--- src/hw/rtl/bode_pkg.sv ---
// ============================================================================
// bode_pkg
// Shared types, constants and code tables for the byte-offset delta encoder.
// ============================================================================
package bode_pkg;

    // Width of the running byte counter (8..32).
    localparam int COUNT_BITS     = 24;
    localparam int CAP_BITS       = 24;
    localparam int OUT_COUNT_BITS = 24;
    localparam int WIDE_BITS      = 34;

    // Job queue between front and back.
    localparam int QUEUE_DEPTH = 4;
    localparam int QUEUE_AW    = $clog2(QUEUE_DEPTH);

    localparam logic [7:0] ESCAPE_BYTE = 8'h80;
    localparam logic [7:0] ZERO_BYTE   = 8'h00;

    // Bytes of headroom that must remain after an item.
    localparam logic [2:0] FULL_MARGIN = 3'd7;

    localparam logic [1:0] STATUS_OK    = 2'd0;
    localparam logic [1:0] STATUS_RANGE = 2'd1;
    localparam logic [1:0] STATUS_FULL  = 2'd2;

    // Code class of one difference.
    typedef enum logic [1:0] {
        KIND_ONE,
        KIND_THREE,
        KIND_SEVEN,
        KIND_RANGE
    } t_kind;

    typedef struct packed {
        logic signed [31:0] pixel;
        logic               last_pixel;
    } t_in_item;

    typedef struct packed {
        logic [7:0]                out_byte;
        logic                      byte_valid;
        logic                      last_of_run;
        logic [1:0]                status;
        logic [OUT_COUNT_BITS-1:0] byte_count;
        logic                      image_done;
    } t_out_item;

    // Classified item handed from front to back.
    typedef struct packed {
        logic [31:0] delta;
        t_kind       kind;
        logic        last;
    } t_job;

    // Number of bytes in a code.
    function automatic logic [2:0] code_len(input t_kind kind);
        case (kind)
            KIND_ONE:   return 3'd1;
            KIND_THREE: return 3'd3;
            KIND_SEVEN: return 3'd7;
            default:    return 3'd0;
        endcase
    endfunction

    // Byte number idx of the code for difference d.
    function automatic logic [7:0] code_byte(input t_kind kind, input logic [2:0] idx,
                                             input logic [31:0] d);
        logic [7:0] b;
        b = d[7:0];
        case (kind)
            KIND_THREE: begin
                case (idx)
                    3'd0:    b = ESCAPE_BYTE;
                    3'd1:    b = d[7:0];
                    default: b = d[15:8];
                endcase
            end
            KIND_SEVEN: begin
                case (idx)
                    3'd0:    b = ESCAPE_BYTE;
                    3'd1:    b = ZERO_BYTE;
                    3'd2:    b = ESCAPE_BYTE;
                    3'd3:    b = d[7:0];
                    3'd4:    b = d[15:8];
                    3'd5:    b = d[23:16];
                    default: b = d[31:24];
                endcase
            end
            default: b = d[7:0];
        endcase
        return b;
    endfunction

    // Counter value as shown on the result port.
    function automatic logic [OUT_COUNT_BITS-1:0] out_count(input logic [COUNT_BITS-1:0] c);
        logic [31:0] w;
        w = 32'(c);
        return w[OUT_COUNT_BITS-1:0];
    endfunction

endpackage

--- src/hw/rtl/bode_front.sv ---
// ============================================================================
// bode_front
// Takes pixels, forms the exact difference to the previous pixel and sorts it
// into a code class.
// ============================================================================
module bode_front (
    input  logic              i_clk,
    input  logic              i_rst_n,
    input  logic              i_push,
    input  bode_pkg::t_in_item i_in_item,
    input  logic              i_q_full,
    output logic              o_q_push,
    output bode_pkg::t_job    o_job
);
    import bode_pkg::*;

    logic signed [31:0] r_base;
    logic signed [31:0] n_base;
    logic               w_accept;
    logic signed [32:0] w_diff;
    logic [31:0]        w_d;
    logic               w_range_err;
    logic               w_fits8;
    logic               w_fits16;

    assign w_accept = i_push && !i_q_full;

    always_comb begin
        w_diff      = {i_in_item.pixel[31], i_in_item.pixel} - {r_base[31], r_base};
        w_d         = w_diff[31:0];
        // Outside +-(2^31-1): overflow of 32 bits, or exactly -2^31.
        w_range_err = (w_diff[32] != w_diff[31]) || (w_diff == {2'b11, 31'd0});
        w_fits8     = ((&w_d[31:7]) || !(|w_d[31:7])) && (w_d != 32'hFFFF_FF80);
        w_fits16    = ((&w_d[31:15]) || !(|w_d[31:15])) && (w_d != 32'hFFFF_8000);

        o_job.delta = w_d;
        o_job.last  = i_in_item.last_pixel;
        if (w_range_err) begin
            o_job.kind = KIND_RANGE;
        end else if (w_fits8) begin
            o_job.kind = KIND_ONE;
        end else if (w_fits16) begin
            o_job.kind = KIND_THREE;
        end else begin
            o_job.kind = KIND_SEVEN;
        end

        n_base = r_base;
        if (w_accept) begin
            n_base = i_in_item.last_pixel ? 32'sd0 : i_in_item.pixel;
        end
    end

    assign o_q_push = w_accept;

    always_ff @(posedge i_clk) begin
        if (!i_rst_n) begin
            r_base <= 32'sd0;
        end else begin
            r_base <= n_base;
        end
    end

    // A new image always starts from a zero base.
    a_base_cleared: assert property (@(posedge i_clk) disable iff (!i_rst_n)
        w_accept && i_in_item.last_pixel |=> r_base == 32'sd0)
        else $error("base not cleared after last pixel");

endmodule

--- src/hw/rtl/bode_queue.sv ---
// ============================================================================
// bode_queue
// Short job queue between the classifier and the byte serializer.
// ============================================================================
module bode_queue (
    input  logic           i_clk,
    input  logic           i_rst_n,
    input  logic           i_push,
    input  bode_pkg::t_job i_job,
    output logic           o_full,
    output logic           o_empty,
    input  logic           i_pop,
    output bode_pkg::t_job o_job
);
    import bode_pkg::*;

    t_job                r_mem [QUEUE_DEPTH];
    logic [QUEUE_AW-1:0] r_wr;
    logic [QUEUE_AW-1:0] r_rd;
    logic [QUEUE_AW:0]   r_cnt;
    logic [QUEUE_AW-1:0] n_wr;
    logic [QUEUE_AW-1:0] n_rd;
    logic [QUEUE_AW:0]   n_cnt;
    logic                w_push;
    logic                w_pop;

    localparam logic [QUEUE_AW:0]   DepthC = (QUEUE_AW+1)'(QUEUE_DEPTH);
    localparam logic [QUEUE_AW-1:0] LastC  = QUEUE_AW'(QUEUE_DEPTH - 1);

    assign o_full  = (r_cnt == DepthC);
    assign o_empty = (r_cnt == '0);
    assign o_job   = r_mem[r_rd];
    assign w_push  = i_push && !o_full;
    assign w_pop   = i_pop && !o_empty;

    always_comb begin
        n_wr  = r_wr;
        n_rd  = r_rd;
        n_cnt = r_cnt;
        if (w_push) begin
            n_wr = (r_wr == LastC) ? '0 : r_wr + 1'b1;
        end
        if (w_pop) begin
            n_rd = (r_rd == LastC) ? '0 : r_rd + 1'b1;
        end
        if (w_push && !w_pop) begin
            n_cnt = r_cnt + 1'b1;
        end else if (w_pop && !w_push) begin
            n_cnt = r_cnt - 1'b1;
        end
    end

    always_ff @(posedge i_clk) begin
        if (!i_rst_n) begin
            r_wr  <= '0;
            r_rd  <= '0;
            r_cnt <= '0;
        end else begin
            r_wr  <= n_wr;
            r_rd  <= n_rd;
            r_cnt <= n_cnt;
        end
    end

    always_ff @(posedge i_clk) begin
        if (w_push) begin
            r_mem[r_wr] <= i_job;
        end
    end

    a_cnt_bound: assert property (@(posedge i_clk) disable iff (!i_rst_n)
        r_cnt <= DepthC)
        else $error("queue count beyond depth");

    a_no_push_full: assert property (@(posedge i_clk) disable iff (!i_rst_n)
        i_push |-> !o_full)
        else $error("push into full queue");

endmodule

--- src/hw/rtl/bode_back.sv ---
// ============================================================================
// bode_back
// Keeps the byte count and error state of the image and sends each code out
// one byte per cycle while the receiver pops, through a result register.
// ============================================================================
module bode_back (
    input  logic                          i_clk,
    input  logic                          i_rst_n,
    input  logic                          i_cfg_we,
    input  logic [bode_pkg::CAP_BITS-1:0] i_cfg_wdata,
    input  logic                          i_q_empty,
    input  bode_pkg::t_job                i_job,
    output logic                          o_q_pop,
    output logic                          o_empty,
    input  logic                          i_pop,
    output bode_pkg::t_out_item           o_out_item
);
    import bode_pkg::*;

    // image state
    logic [CAP_BITS-1:0]   r_cap;
    logic [COUNT_BITS-1:0] r_count;
    logic [1:0]            r_err;
    logic [COUNT_BITS-1:0] n_count;
    logic [1:0]            n_err;

    // code being sent
    logic                  r_busy;
    logic                  r_wbyte;
    logic [31:0]           r_wd;
    t_kind                 r_wkind;
    logic [2:0]            r_widx;
    logic [1:0]            r_wstatus;
    logic [COUNT_BITS-1:0] r_wcnt;
    logic                  r_wlast;
    logic                  n_busy;
    logic                  n_wbyte;
    logic [31:0]           n_wd;
    t_kind                 n_wkind;
    logic [2:0]            n_widx;
    logic [1:0]            n_wstatus;
    logic [COUNT_BITS-1:0] n_wcnt;
    logic                  n_wlast;

    // result register
    logic                  r_ovalid;
    t_out_item             r_out;
    logic                  n_ovalid;
    t_out_item             n_out;

    logic                  w_take;
    logic [2:0]            w_len;
    logic                  w_final;
    logic                  w_emit;
    logic                  w_done;
    logic                  w_load;
    logic [COUNT_BITS-1:0] w_newcnt;
    logic                  w_full;
    logic [COUNT_BITS-1:0] w_cnt_inc;
    t_out_item             w_item;

    always_comb begin
        w_take    = !r_ovalid || i_pop;
        w_len     = code_len(r_wkind);
        w_final   = !r_wbyte || (r_widx == (w_len - 3'd1));
        w_emit    = r_busy && w_take;
        w_done    = w_emit && w_final;
        w_load    = (!r_busy || w_done) && !i_q_empty;
        w_cnt_inc = r_wcnt + 1'b1;
        w_newcnt  = r_count + COUNT_BITS'(code_len(i_job.kind));
        w_full    = (WIDE_BITS'(w_newcnt) + WIDE_BITS'(FULL_MARGIN)) > WIDE_BITS'(r_cap);

        w_item.out_byte    = r_wbyte ? code_byte(r_wkind, r_widx, r_wd) : 8'h00;
        w_item.byte_valid  = r_wbyte;
        w_item.last_of_run = w_final;
        w_item.status      = r_wstatus;
        w_item.byte_count  = out_count(r_wbyte ? w_cnt_inc : r_wcnt);
        w_item.image_done  = w_final && r_wlast;

        n_count   = r_count;
        n_err     = r_err;
        n_busy    = r_busy;
        n_wbyte   = r_wbyte;
        n_wd      = r_wd;
        n_wkind   = r_wkind;
        n_widx    = r_widx;
        n_wstatus = r_wstatus;
        n_wcnt    = r_wcnt;
        n_wlast   = r_wlast;
        n_ovalid  = r_ovalid;
        n_out     = r_out;

        if (w_emit) begin
            n_ovalid = 1'b1;
            n_out    = w_item;
            n_widx   = r_widx + 3'd1;
            n_wcnt   = w_cnt_inc;
            if (w_final) begin
                n_busy = 1'b0;
            end
        end else if (i_pop) begin
            n_ovalid = 1'b0;
        end

        if (w_load) begin
            n_wd    = i_job.delta;
            n_wkind = i_job.kind;
            n_widx  = 3'd0;
            n_wcnt  = r_count;
            n_wlast = i_job.last;
            if (r_err != STATUS_OK) begin
                // after an error only the last pixel answers
                n_busy    = i_job.last;
                n_wbyte   = 1'b0;
                n_wstatus = r_err;
                if (i_job.last) begin
                    n_count = '0;
                    n_err   = STATUS_OK;
                end
            end else if (i_job.kind == KIND_RANGE) begin
                n_busy    = 1'b1;
                n_wbyte   = 1'b0;
                n_wstatus = STATUS_RANGE;
                if (i_job.last) begin
                    n_count = '0;
                    n_err   = STATUS_OK;
                end else begin
                    n_err = STATUS_RANGE;
                end
            end else begin
                n_busy    = 1'b1;
                n_wbyte   = 1'b1;
                n_wstatus = w_full ? STATUS_FULL : STATUS_OK;
                if (i_job.last) begin
                    n_count = '0;
                    n_err   = STATUS_OK;
                end else begin
                    n_count = w_newcnt;
                    n_err   = w_full ? STATUS_FULL : STATUS_OK;
                end
            end
        end
    end

    assign o_q_pop    = w_load;
    assign o_empty    = !r_ovalid;
    assign o_out_item = r_out;

    always_ff @(posedge i_clk) begin
        if (!i_rst_n) begin
            r_cap    <= '1;
            r_count  <= '0;
            r_err    <= STATUS_OK;
            r_busy   <= 1'b0;
            r_ovalid <= 1'b0;
        end else begin
            if (i_cfg_we) begin
                r_cap <= i_cfg_wdata;
            end
            r_count  <= n_count;
            r_err    <= n_err;
            r_busy   <= n_busy;
            r_ovalid <= n_ovalid;
        end
    end

    always_ff @(posedge i_clk) begin
        r_wbyte   <= n_wbyte;
        r_wd      <= n_wd;
        r_wkind   <= n_wkind;
        r_widx    <= n_widx;
        r_wstatus <= n_wstatus;
        r_wcnt    <= n_wcnt;
        r_wlast   <= n_wlast;
        r_out     <= n_out;
    end

    a_err_code: assert property (@(posedge i_clk) disable iff (!i_rst_n)
        r_err == STATUS_OK || r_err == STATUS_RANGE || r_err == STATUS_FULL)
        else $error("bad error state");

    a_idx_in_code: assert property (@(posedge i_clk) disable iff (!i_rst_n)
        r_busy && r_wbyte |-> r_widx < w_len)
        else $error("byte index past end of code");

    a_load_clears: assert property (@(posedge i_clk) disable iff (!i_rst_n)
        w_load && i_job.last |=> r_count == '0 && r_err == STATUS_OK)
        else $error("image state not cleared after last pixel");

endmodule

--- src/hw/rtl/byte_offset_delta_encoder_core.sv ---
// ============================================================================
// byte_offset_delta_encoder_core
// Byte-offset delta encoder: signed pixels in, at most one code byte per result out.
// ============================================================================
// Each pixel is compared with the previous pixel of its image (zero for the
// first) and the difference goes out as a byte-offset code: one byte for
// +-127, 0x80 plus two little-endian bytes for +-32767, or 0x80 0x00 0x80
// plus four bytes up to +-(2^31-1). Each result carries at most one byte,
// the pixel's status, the running byte count of the image and end-of-code /
// end-of-image marks. A difference beyond +-(2^31-1) gives one byte-less
// result with status 1; a count that leaves fewer than 7 bytes of capacity
// flags status 2 on all that pixel's bytes. After either error pixels give
// no result until the last pixel of the image, which gives one byte-less
// result with the stored error; the last pixel always resets base, count and
// error. Both sides are queue style: push/full in, empty/pop out. Rate: the
// serializer sends one byte per cycle while the receiver pops, and a pixel
// dropped after an error sends nothing; with one-byte codes the block
// sustains one pixel per clock. A four-entry job queue between the classifier
// and the serializer soaks up long codes, and a result register lets a new
// byte go out in the cycle the old one is popped. The capacity register resets
// to all ones; users write it with i_cfg_we only while idle (not enforced).
module byte_offset_delta_encoder_core (
    input  logic                          i_clk,
    input  logic                          i_rst_n,
    // configuration
    input  logic                          i_cfg_we,
    input  logic [bode_pkg::CAP_BITS-1:0] i_cfg_wdata,
    // pixel items
    input  logic                          i_push,
    output logic                          o_full,
    input  bode_pkg::t_in_item            i_in_item,
    // result items
    output logic                          o_empty,
    input  logic                          i_pop,
    output bode_pkg::t_out_item           o_out_item
);
    import bode_pkg::*;

    logic w_q_push;
    logic w_q_full;
    logic w_q_empty;
    logic w_q_pop;
    t_job w_job_in;
    t_job w_job_out;

    // front: difference and code class
    bode_front u_front (
        .i_clk     (i_clk),
        .i_rst_n   (i_rst_n),
        .i_push    (i_push),
        .i_in_item (i_in_item),
        .i_q_full  (w_q_full),
        .o_q_push  (w_q_push),
        .o_job     (w_job_in)
    );

    // jobs waiting for the serializer
    bode_queue u_queue (
        .i_clk   (i_clk),
        .i_rst_n (i_rst_n),
        .i_push  (w_q_push),
        .i_job   (w_job_in),
        .o_full  (w_q_full),
        .o_empty (w_q_empty),
        .i_pop   (w_q_pop),
        .o_job   (w_job_out)
    );

    // back: count, status, error state and byte output
    bode_back u_back (
        .i_clk       (i_clk),
        .i_rst_n     (i_rst_n),
        .i_cfg_we    (i_cfg_we),
        .i_cfg_wdata (i_cfg_wdata),
        .i_q_empty   (w_q_empty),
        .i_job       (w_job_out),
        .o_q_pop     (w_q_pop),
        .o_empty     (o_empty),
        .i_pop       (i_pop),
        .o_out_item  (o_out_item)
    );

    assign o_full = w_q_full;

endmodule

--- config.mk ---
export PLATFORM = sky130hd
export DESIGN_NAME = byte_offset_delta_encoder_core
export DESIGN_NICKNAME = d
export VERILOG_FILES = /design/src/hw/rtl/bode_pkg.sv /design/src/hw/rtl/bode_front.sv /design/src/hw/rtl/bode_queue.sv /design/src/hw/rtl/bode_back.sv /design/src/hw/rtl/byte_offset_delta_encoder_core.sv
export SDC_FILE = /design/constraint.sdc
export NUM_CORES = 1
export LEC_CHECK = 0
export ABC_AREA = 1
export BUFFER_PORTS_ARGS = -buffer_cell sky130_fd_sc_hd__buf_2
export CAP_MARGIN = 20
export CORE_ASPECT_RATIO = 1.2
export CORE_UTILIZATION = 65
export CTS_CLUSTER_SIZE = 20
export DETAILED_ROUTE_END_ITERATION = 8
export PLACE_DENSITY = 0.84
export SYNTH_ARGS = -nofsm -noshare
export SYNTH_HDL_FRONTEND = slang
export SYNTH_HIERARCHICAL = 1
export SYNTH_SLANG_ARGS = --single-unit
--- constraint.sdc ---
create_clock -name i_clk -period 7.88 [get_ports i_clk]
set_clock_uncertainty 0.1 [all_clocks]
set_input_delay 0.394 -clock i_clk [delete_from_list [all_inputs] [get_ports i_clk]]
set_output_delay 0.394 -clock i_clk [all_outputs]
set_load 0.01 [all_outputs]
Word-level counts from Yosys, hierarchy flattened
Memory sizes are Yosys's and may differ from the RTL's. A register that Yosys moved wholly into a read port is not among the register bits.
Cells that the tools add are included.
{ "word_totals": {"output_inout_bits": 39, "elab_cells": 134, "mem_count": 1, "ramBits": 140, "reg_bits": 193} }
{ "memory_table": {"columns": ["memory", "words", "width", "read_ports", "rd_clocked_by_memory_dff", "write_ports", "line_no", "source"], "rows": [
  ["u_queue.r_mem", 4, 35, 1, 1, 1, "bode_queue.sv:17", "t_job r_mem [QUEUE_DEPTH];"]
]} }
{ "classes": {"n_mux": 39, "n_lt_le_gt_ge": 1, "reduce_logical": 42, "n_eq_ne": 19, "add_sub_neg": 10} }
{ "op_table": {"columns": ["cell", "n"], "rows": [
  ["two-way mux 24 bit", 7],
  ["!= test 32 bit (second input constant)", 2],
  ["case mux 8 bit (5 select lines)", 1],
  ["> comparator 34 x 24 -> 1 bit", 1],
  ["equality test 33 bit (second input constant)", 1],
  ["subtractor 32 x 32 -> 33 bit", 1],
  ["two-way mux 32 bit", 1],
  ["case mux 8 bit (2 select lines)", 2],
  ["two-way mux 2 bit", 14],
  ["adder 24 x 3 -> 25 bit (second input constant)", 1],
  ["AND reduction 25 bit", 1],
  ["OR reduction 25 bit", 1],
  ["adder 24 x 1 -> 24 bit (second input constant)", 1],
  ["adder 24 x 3 -> 24 bit", 1],
  ["case mux 3 bit (3 select lines)", 2],
  ["AND reduction 17 bit", 1],
  ["OR reduction 17 bit", 1],
  ["logical AND 1 bit", 11],
  ["equality test 2 bit (second input constant)", 5],
  ["two-way mux 1 bit", 10],
  ["nonzero test 2 bit", 5],
  ["equality test 3 bit (second input constant)", 3],
  ["logical NOT 1 bit", 9],
  ["adder 3 x 1 -> 3 bit (second input constant)", 2],
  ["14 further kinds", 27]
]} }

Depth between registers and ports, before layout
Gate-level depths: netlist (run 1).
{ "depth": {"ltp_word": 12, "mapped_depth": 38, "mapped_depth_nobuf": 36} }

Cells and area by module
The synthesis (run 1) kept the hierarchy.
{ "by_module_without_submodules": {"columns": ["mod", "n_inst", "area_each_um2", "seq_area_each_um2", "cells_per_inst"], "rows": [
  ["bode_back", 1, 8672.1, 4073.9, 1028],
  ["bode_queue", 1, 5675.4, 4384.2, 410],
  ["bode_front", 1, 4473.0, 640.6, 827]
]} }

Worst setup path after synthesis (run 1)
Ideal clock, no wire load.
{ "synth_timing": {"kind": "reg2reg", "from": "register (tool-made name)", "to": "register u_back.r_wstatus[1], data pin", "synth_period_minus_slack_ps": 4498, "stages_incl_launch_ff": 36, "n_path_buf": 2, "arrival_ps": 4146, "path_slack_ps": 3382, "cell_sequence": "dfxtp_1 buf_6 inv_4 buf_4 nor2_1 o22ai_1 ha_1 inv_1 ha_1 fa_1 inv_1 ha_1 nand2_1 nand3_1 nor2_1 nand2_1 nor2_4 nand3_4 nor3_2 xor2_1 inv_1 ha_1 a21oi_1 o21ai_0 a21oi_1 nand2_1 nand2_1 nand2_1 nand2_1 nand2_1 nand2_1 nand2_1 nand2_1 nand2_1 nand2_1 nand2_1"} }
{ "synth_rtl": {"columns": ["item", "line_no", "source"], "rows": [
  ["to (signal assigned)", "bode_back.sv:172", "r_wstatus <= n_wstatus;"],
  ["to (decl)", "bode_back.sv:33", "logic [1:0] r_wstatus;"]
]} }

==> results of run 1 <==
## per-layer routing
| layer | up-vias | GRT usage [%] | routed length (um) | part of all wire (%) |
|---|---|---|---|---|
| met5 | - | 0 | 0 | 0 |
| li1 | 7669 | - | - | - |
| met2 | 586 | 59.5 | 24300 | 52 |
| met1 | 7187 | 34.7 | 17000 | 36 |
| met3 | 165 | 3.68 | 2470 | 5.3 |
| met4 | 0 | 19.4 | 2730 | 5.9 |
## cell families after synthesis
| logic type | share of synthesized area, % |
|---|---|
| and+or+nand+nor | 22.6 |
| buffers and inverters | 8.44 |
| AOI/OAI and AO/OA | 11.7 |
| DFF | 48.3 |
| adders and majority gates | 5.50 |
| xor gates and xnor gates | 3.35 |
## worst reg2reg max path, delay by kind of cell (launching register included)
| family | cells | cell delay, ps |
|---|---|---|
| AND/OR/NAND/NOR | 18 | 1560 |
| adder cells (fa/ha/maj) | 5 | 1470 |
| buffers and inverters | 6 | 960 |
| AO/OA/AOI/OAI | 5 | 760 |
| flip-flops | 1 | 300 |
| XOR/XNOR | 1 | 220 |
## cell usage after synthesis (all sizes together)
cell	count	area share [%]
nor3b	1	0.066
nand3b	7	0.28
o21ai	172	4.6
o221a	1	0.060
nor3	25	0.94
nand4	24	0.80
xor2	56	2.7
nor4	2	0.066
o31ai	1	0.040
dfxtp	96	10
or2	3	0.10
o211ai	7	0.28
a21oi	109	3.0
buf	28	0.88
a211oi	32	1.3
a21boi	1	0.040
o21a	2	0.080
ha	78	5.2
a31oi	7	0.23
fa	3	0.32
xnor2	13	0.60
inv	336	6.7
nand3	94	2.7
a221oi	1	0.047
o21bai	3	0.12
edfxtp	239	38
a21o	1	0.040
clkbuf	39	0.78
nor2	229	5.1
nand2	590	12
and2	5	0.17
nand2b	1	0.033
and3	1	0.033
o22ai	48	1.6
o2111ai	7	0.33
clkinv	3	0.066
## stage by stage
step,power [mW],worst slack (ps),util [%],hold WS [ps]
after CTS,7.00,2330,74.2,2.68
final,7.01,2280,74.2,16.2
after floorplan,4.65,3380,-,300
after global placement,5.34,2620,69.6,346
after global routing,7.44,1750,74.2,40.3
after detailed placement,5.45,2320,69.7,351
## state kept, by name, summed over array words and instances (netlist names), named ones only
register	count
u_back/o_out_item	37
u_front/r_base	32
u_back/r_wlast	1
u_queue/r_cnt	3
u_back/r_wkind	2
u_back/r_ovalid	1
u_back/r_cap	24
u_back/r_wbyte	1
u_back/r_wcnt	24
u_back/r_count	24
u_back/r_widx	3
u_back/r_wd	32
u_queue/r_mem	140
u_queue/r_rd	2
u_queue/r_wr	2
u_back/r_busy	1
u_back/r_err	2
u_back/r_wstatus	2
## final cells by class
cell class | count | area, sq um | share of cell area [%]
Sequential cell | 335 | 9100 | 43.5
Timing Repair Buffer | 135 | 843 | 4.04
Inverter | 339 | 1280 | 6.11
Clock inverter | 18 | 166 | 0.796
Clock buffer | 40 | 873 | 4.18
Multi-Input combinational cell | 1524 | 8160 | 39.1
Tap cell | 379 | 474 | 2.27
## worst paths after layout
kind | start | end | slack [ps] | cells past startpoint
min reg2reg | u_front/r_base[26] | u_front/r_base[26] | 370 | 2
min | i_cfg_wdata[3] | u_back/r_cap[3] | 20 | 3
max | flip-flop | u_back/r_wstatus[1] | 2280 | 35
max reg2reg | flip-flop | u_back/r_wstatus[1] | 2280 | 35
## power by group
group	internal (mW)	leakage [nW]	switching, mW
registers	2.62	3.04	0.233
clock network	0.840	0.492	0.679
logic	0.766	5.55	1.87
total	4.22	9.08	2.78
==> flow_metrics.py, run 1 <==
metrics = {
    "sta": {
        "layout_min_cycle_time_ps": 5600,
        "fmax_mhz": 178,
        "setup-violations-final": 0,
        "final_hold_viol_count": 0,
        "slew_violations": 0,
        "setup_tns_ps": 0,
        "rsz0062_at_grt": "no",
        "worst_pin_slew_ps": 1120,
        "timing.slew.headroom_pct": 25.3,
        "period_share_pct": 71.1,
    },
    "clock_network": {
        "clkTransAtPathRegs_ps": 70,
        "cts.sinks": 335,
        "clkLatencyLatePin_ps": 530,
        "post_cts_buffers": 0,
        "post_cts_resized": 0,
        "cts_root_buf": "clkbuf_16",
        "clk_path_buf_depth": 3,
        "numCtsBuffers": 34,
        "cts_max_level": 2,
        "cts_hold_buf": 22,
        "cts_tree": "done",
    },
    "cells_and_area": {
        "diodes": 0,
        "instances_no_fill": 2770,
        "fill_cells": 2111,
        "drive_above_1_share_pct": 11.0,
        "final_common_cell": "nand2_1",
        "nNetsFinal": 2512,
        "stdcell_area_sq_um": 20900,
        "mostFrequentLayoutCells": "554 x nand2_1, 323 x inv_1, 239 x edfxtp_1, 203 x nor2_1, 147 x o21ai_0",
        "syn_to_final_growth_pct": 11.0,
    },
    "detailed_routing": {
        "first_iter_violations": 1132,
        "vias_per_cell": 5.63,
        "detail_route.wirelength_mm": 46.5,
        "drtAntennaViolNets": 0,
        "drcViolationCount": 0,
        "avgRoutedWirePerCell_um": 16.8,
        "via_count": 15600,
        "drt_pre_antenna_iters": 6,
    },
    "floorplanning": {
        "coreArea_sq_um": 28200,
        "io_pins": 101,
        "die_h_um": 188,
        "die_w_um": 157,
        "dieArea_sq_um": 29600,
        "initial_core_util_pct": 66.8,
        "rows": 67,
    },
    "global_routing": {
        "grt_pass1_wl_mm": 74.6,
        "grt_util_all_layers_pct": 32.2,
        "grt_max_degree": 67,
        "grt_remaining_overflow": 0,
        "antenna_found_initial": 0,
        "grt_pass1_vias": 15500,
    },
    "synthesis": {
        "synth_area_sq_um": 18800,
        "synth_cell_types": 56,
        "synth_nets": 2408,
        "ys_ff_latch": 335,
        "syn_area_per_cell_sq_um": 8.31,
        "synthCells": 2265,
        "yosysWarnings": 6,
        "synth-seq-area-share_pct": 48.3,
    },
    "job": {
        "maxCapViolations": 0,
    },
    "placed_design": {
        "hpwlAfterDp_mm": 33.1,
        "gp_congestion": 0.978,
        "io_buffers": 100,
        "place_inst": 2690,
        "placedInstanceArea_sq_um": 19600,
    },
    "critical_path": {
        "slowest_stage": "fa_1",
        "crit_type": "flip-flop to flip-flop",
        "critical_path_buf_inv_count": 6,
        "timing.critical_path.mode_cell": "nand2_1",
        "slowest_delay_ps": 490,
        "required_ps": 8070,
        "end_kind": "flip-flop",
        "critPathTopFamily": "simple AND/OR/NAND/NOR gates",
        "cp-start-kind": "flip-flop",
        "critPathArrivalTime_ps": 5790,
        "crit_fanout": 36,
    },
    "min_path": {
        "min_path_type": "primary input to flip-flop",
    },
    "power": {
        "peakVddDrop_uv": 222,
        "power.leakage_nw": 9.08,
        "powerDensity_nw_per_um2": 335,
    },
    "run_status": {
        "status": "finished, final reports clean",
    },
}
No activity file was read; power rests on OpenSTA's default activity.
==> inputs of run 2 (changes only) <==
--- a/config.mk
+++ b/config.mk
@@ -5,14 +5,14 @@
 export SDC_FILE = /design/constraint.sdc
 export NUM_CORES = 1
 export LEC_CHECK = 0
-export ABC_AREA = 1
+export ABC_AREA = 0
 export BUFFER_PORTS_ARGS = -buffer_cell sky130_fd_sc_hd__buf_2
 export CAP_MARGIN = 20
 export CORE_ASPECT_RATIO = 1.2
-export CORE_UTILIZATION = 65
+export CORE_UTILIZATION = 56
 export CTS_CLUSTER_SIZE = 20
 export DETAILED_ROUTE_END_ITERATION = 8
-export PLACE_DENSITY = 0.84
+export PLACE_DENSITY = 0.77
 export SYNTH_ARGS = -nofsm -noshare
 export SYNTH_HDL_FRONTEND = slang
 export SYNTH_HIERARCHICAL = 1
==> constraint.sdc (replaced) <==
create_clock -name i_clk -period 4.9 [get_ports i_clk]
set_clock_uncertainty 0.1 [all_clocks]
set_input_delay 0.245 -clock i_clk [delete_from_list [all_inputs] [get_ports i_clk]]
set_output_delay 0.245 -clock i_clk [all_outputs]
set_load 0.01 [all_outputs]
==> run 2 against run 1 <==
The flow now finishes with violations (negative setup slack). Non-clock buffer count is 85 higher. Critical path depth is 18 lower. Worst setup slack worse by 2400 ps. Combinational power is 38% higher. Critical endpoint unchanged.
==> flow_metrics.py, run 2 <==
metrics = {
    "critical_path": {
        "slowest_delay_ps": 550,
        "slowest_stage": "mux4_2",
        "critPathArrivalTime_ps": 5250,
        "crit_fanout": 4,
        "cp-start-kind": "flip-flop",
        "critical_path_buf_inv_count": 1,
        "end_kind": "flip-flop",
        "required_ps": 5070,
        "crit_chain": "mux4_2 > ha_4 > inv_4 > fa_2 > or3_1 > or4_4 > o211ai_2 > and4_4 > or4b_4 > xor2_4 > ha_4 > nand4_1 > nor4_2 > and3_1 > a211oi_2 > nand2_1 > nand3_1",
        "timing.critical_path.mode_cell": "ha_4",
        "crit_type": "flip-flop to flip-flop",
        "critPathTopFamily": "simple AND/OR/NAND/NOR gates",
    },
    "sta": {
        "timing.slew.headroom_pct": 36.0,
        "postLayoutSetupSlackWorst_ps": -173,
        "final_hold_viol_count": 0,
        "fmax_mhz": 197,
        "slew_violations": 0,
        "setup_tns_ps": -337,
        "layout_min_cycle_time_ps": 5070,
        "rsz0062_at_grt": "yes",
        "setup-violations-final": 2,
        "period_share_pct": 104,
        "worst_pin_slew_ps": 959,
    },
    "clock_network": {
        "cts.sinks": 335,
        "cts_root_buf": "clkbuf_16",
        "clkLatencyLatePin_ps": 540,
        "cts_max_level": 2,
        "numCtsBuffers": 36,
        "cts_tree": "done",
        "clkTransAtPathRegs_ps": 60,
        "clk_path_buf_depth": 3,
    },
    "power": {
        "peakVddDrop_uv": 468,
        "internal-power_mw": 7.21,
        "seq_power_share_pct": 40.9,
        "switching_share_pct": 34.4,
        "powerDensity_nw_per_um2": 527,
        "power.leakage_nw": 7.85,
        "comb_power_share_pct": 33.2,
        "p_clk_share_pct": 25.9,
        "switching_power_mw": 3.78,
    },
    "synthesis": {
        "post-synth-top-count-cell": "edfxtp_1",
        "synth-seq-area-share_pct": 51.1,
        "synth_top_flop_cell": "edfxtp_1",
        "yosysWarnings": 6,
        "synth_cell_types": 94,
        "synth_nets": 1754,
        "ys_top_cells_by_area": "edfxtp_1 40%, dfxtp_1 11%, ha_1 5.5%",
        "syn_area_per_cell_sq_um": 11.1,
        "synth_common_cells": "239 x edfxtp_1, 189 x nand2_1, 96 x dfxtp_1, 94 x inv_1, 86 x xnor2_1",
        "synth_area_leader_cell": "edfxtp_1",
        "synth_edf_count": 239,
        "async_reset_ff_share_pct": 0,
        "ys_ff_latch": 335,
        "synthCells": 1611,
        "synth_top_area_share_pct": 40.3,
        "synth_area_sq_um": 17800,
    },
    "global_routing": {
        "antenna_found_initial": 0,
        "grt_pass1_vias": 13200,
        "grt_util_all_layers_pct": 28.1,
        "grt_pass1_wl_mm": 70.0,
        "grt_remaining_overflow": 0,
        "grt_max_degree": 89,
    },
    "cells_and_area": {
        "largest_reg_flops": 140,
        "drive_above_1_share_pct": 17.1,
        "final_common_cell": "edfxtp_1",
        "largest-register": "u_queue/r_mem",
        "mostFrequentLayoutCells": "239 x edfxtp_1, 188 x nand2_1, 100 x buf_2, 95 x dfxtp_1, 91 x inv_1",
        "syn_to_final_growth_pct": 17.0,
        "diodes": 0,
        "fill_cells": 2307,
        "instances_no_fill": 2204,
        "nNetsFinal": 1918,
    },
    "detailed_routing": {
        "drt_pre_antenna_iters": 8,
        "avgRoutedWirePerCell_um": 20.3,
        "via_count": 13300,
        "first_iter_violations": 1134,
        "detail_route.wirelength_mm": 44.8,
        "vias_per_cell": 6.02,
        "drtAntennaViolNets": 0,
        "drcViolationCount": 0,
    },
    "floorplanning": {
        "die_w_um": 165,
        "initial_core_util_pct": 56.8,
        "die_h_um": 197,
        "io_pins": 101,
        "rows": 71,
        "coreArea_sq_um": 31400,
        "dieArea_sq_um": 32500,
    },
    "placed_design": {
        "hpwlAfterDp_mm": 30.6,
        "io_buffers": 100,
        "gp_congestion": 0.910,
        "place_inst": 2077,
    },
    "min_path": {
        "min_path_type": "primary input to flip-flop",
    },
    "job": {
        "maxCapViolations": 0,
    },
    "run_status": {
        "violations": "negative setup slack",
        "status": "complete, but fails checks",
    },
}
==> run 2: worst min-delay path, delay by kind of cell <==
family	cells	cell delay [ps]
AO/OA/AOI/OAI	1	190
buffers and inverters	1	80
AND/OR/NAND/NOR	1	90
==> run 2: metrics by stage <==
step | power, mW | setup WS, ps | utilization [%] | area (sq um) | hold slack, ps
floorplan | 6.84 | 7.30 | - | 17800 | 271
global placement | 7.88 | -99.9 | 60.1 | 18900 | 308
detailed placement | 7.99 | -158 | 60.1 | 18900 | 315
CTS | 10.9 | -98.1 | 66.0 | 20700 | 9.91
global route | 11.5 | -370 | 66.5 | 20900 | 46.3
finish | 11.0 | -173 | 66.5 | 20900 | 26.9
==> run 2: kinds of logic (layout without fill, tap and decap cells) <==
group	count (synthesis)	in the layout	share of synthesized area (%)
buf+inv	188	380	4.45
xor+xnor	119	119	5.85
compound gates	342	342	13.2
flops	335	335	51.1
mux	46	46	5.17
fa+ha+maj	82	82	5.87
simple gates	499	499	14.4
==> run 2: layer usage <==
layer  global-route usage [%]  wire [um]
met1                     31.4      17100
met2                     52.2      23800
met3                     3.15       1780
met4                     13.6       2210
met5                        0          0
==> run 2: worst paths after layout <==
kind	startpoint	endpoint	slack, ps	cells past startpoint
worst min-delay path	i_pop	u_back/r_ovalid	30	3
worst min register to register	u_back/r_wstatus[0]	u_back/o_out_item[25]	320	0
worst max register to register	u_queue/r_mem[1][2]	u_back/r_wstatus[1]	-170	17
worst max-delay path	u_queue/r_mem[1][2]	u_back/r_wstatus[1]	-170	17
==> run 2: power groups by stage <==
stage               combinational (mW)  sequential, mW  clock [mW]
floorplan                         2.42            4.42           0
global placement                  3.38            4.49           0
detailed placement                3.46            4.54           0
CTS                               3.55            4.49        2.89
global route                      3.98            4.56        2.99
finish                            3.65            4.50        2.84
==> run 2: area by class of cell <==
cell class | instances | area [sq um] | area share (%)
clock buffers | 47 | 995 | 4.77
clock inverters | 19 | 249 | 1.19
inverters | 94 | 355 | 1.70
multi-input cells | 1088 | 8100 | 38.9
flip-flops and latches | 335 | 9100 | 43.7
well taps | 401 | 502 | 2.41
repair buffers | 220 | 1550 | 7.42
==> run 2: repair_timing <==
| action | CTS | global route |
|---|---|---|
| setup buffers | 2 | 3 |
| resized for setup | 12 | 20 |
| hold endpoints to repair | 55 | 0 |
| hold buffers | 55 | 0 |
| setup endpoints to repair | 2 | 2 |
| pin swaps | 10 | 14 |
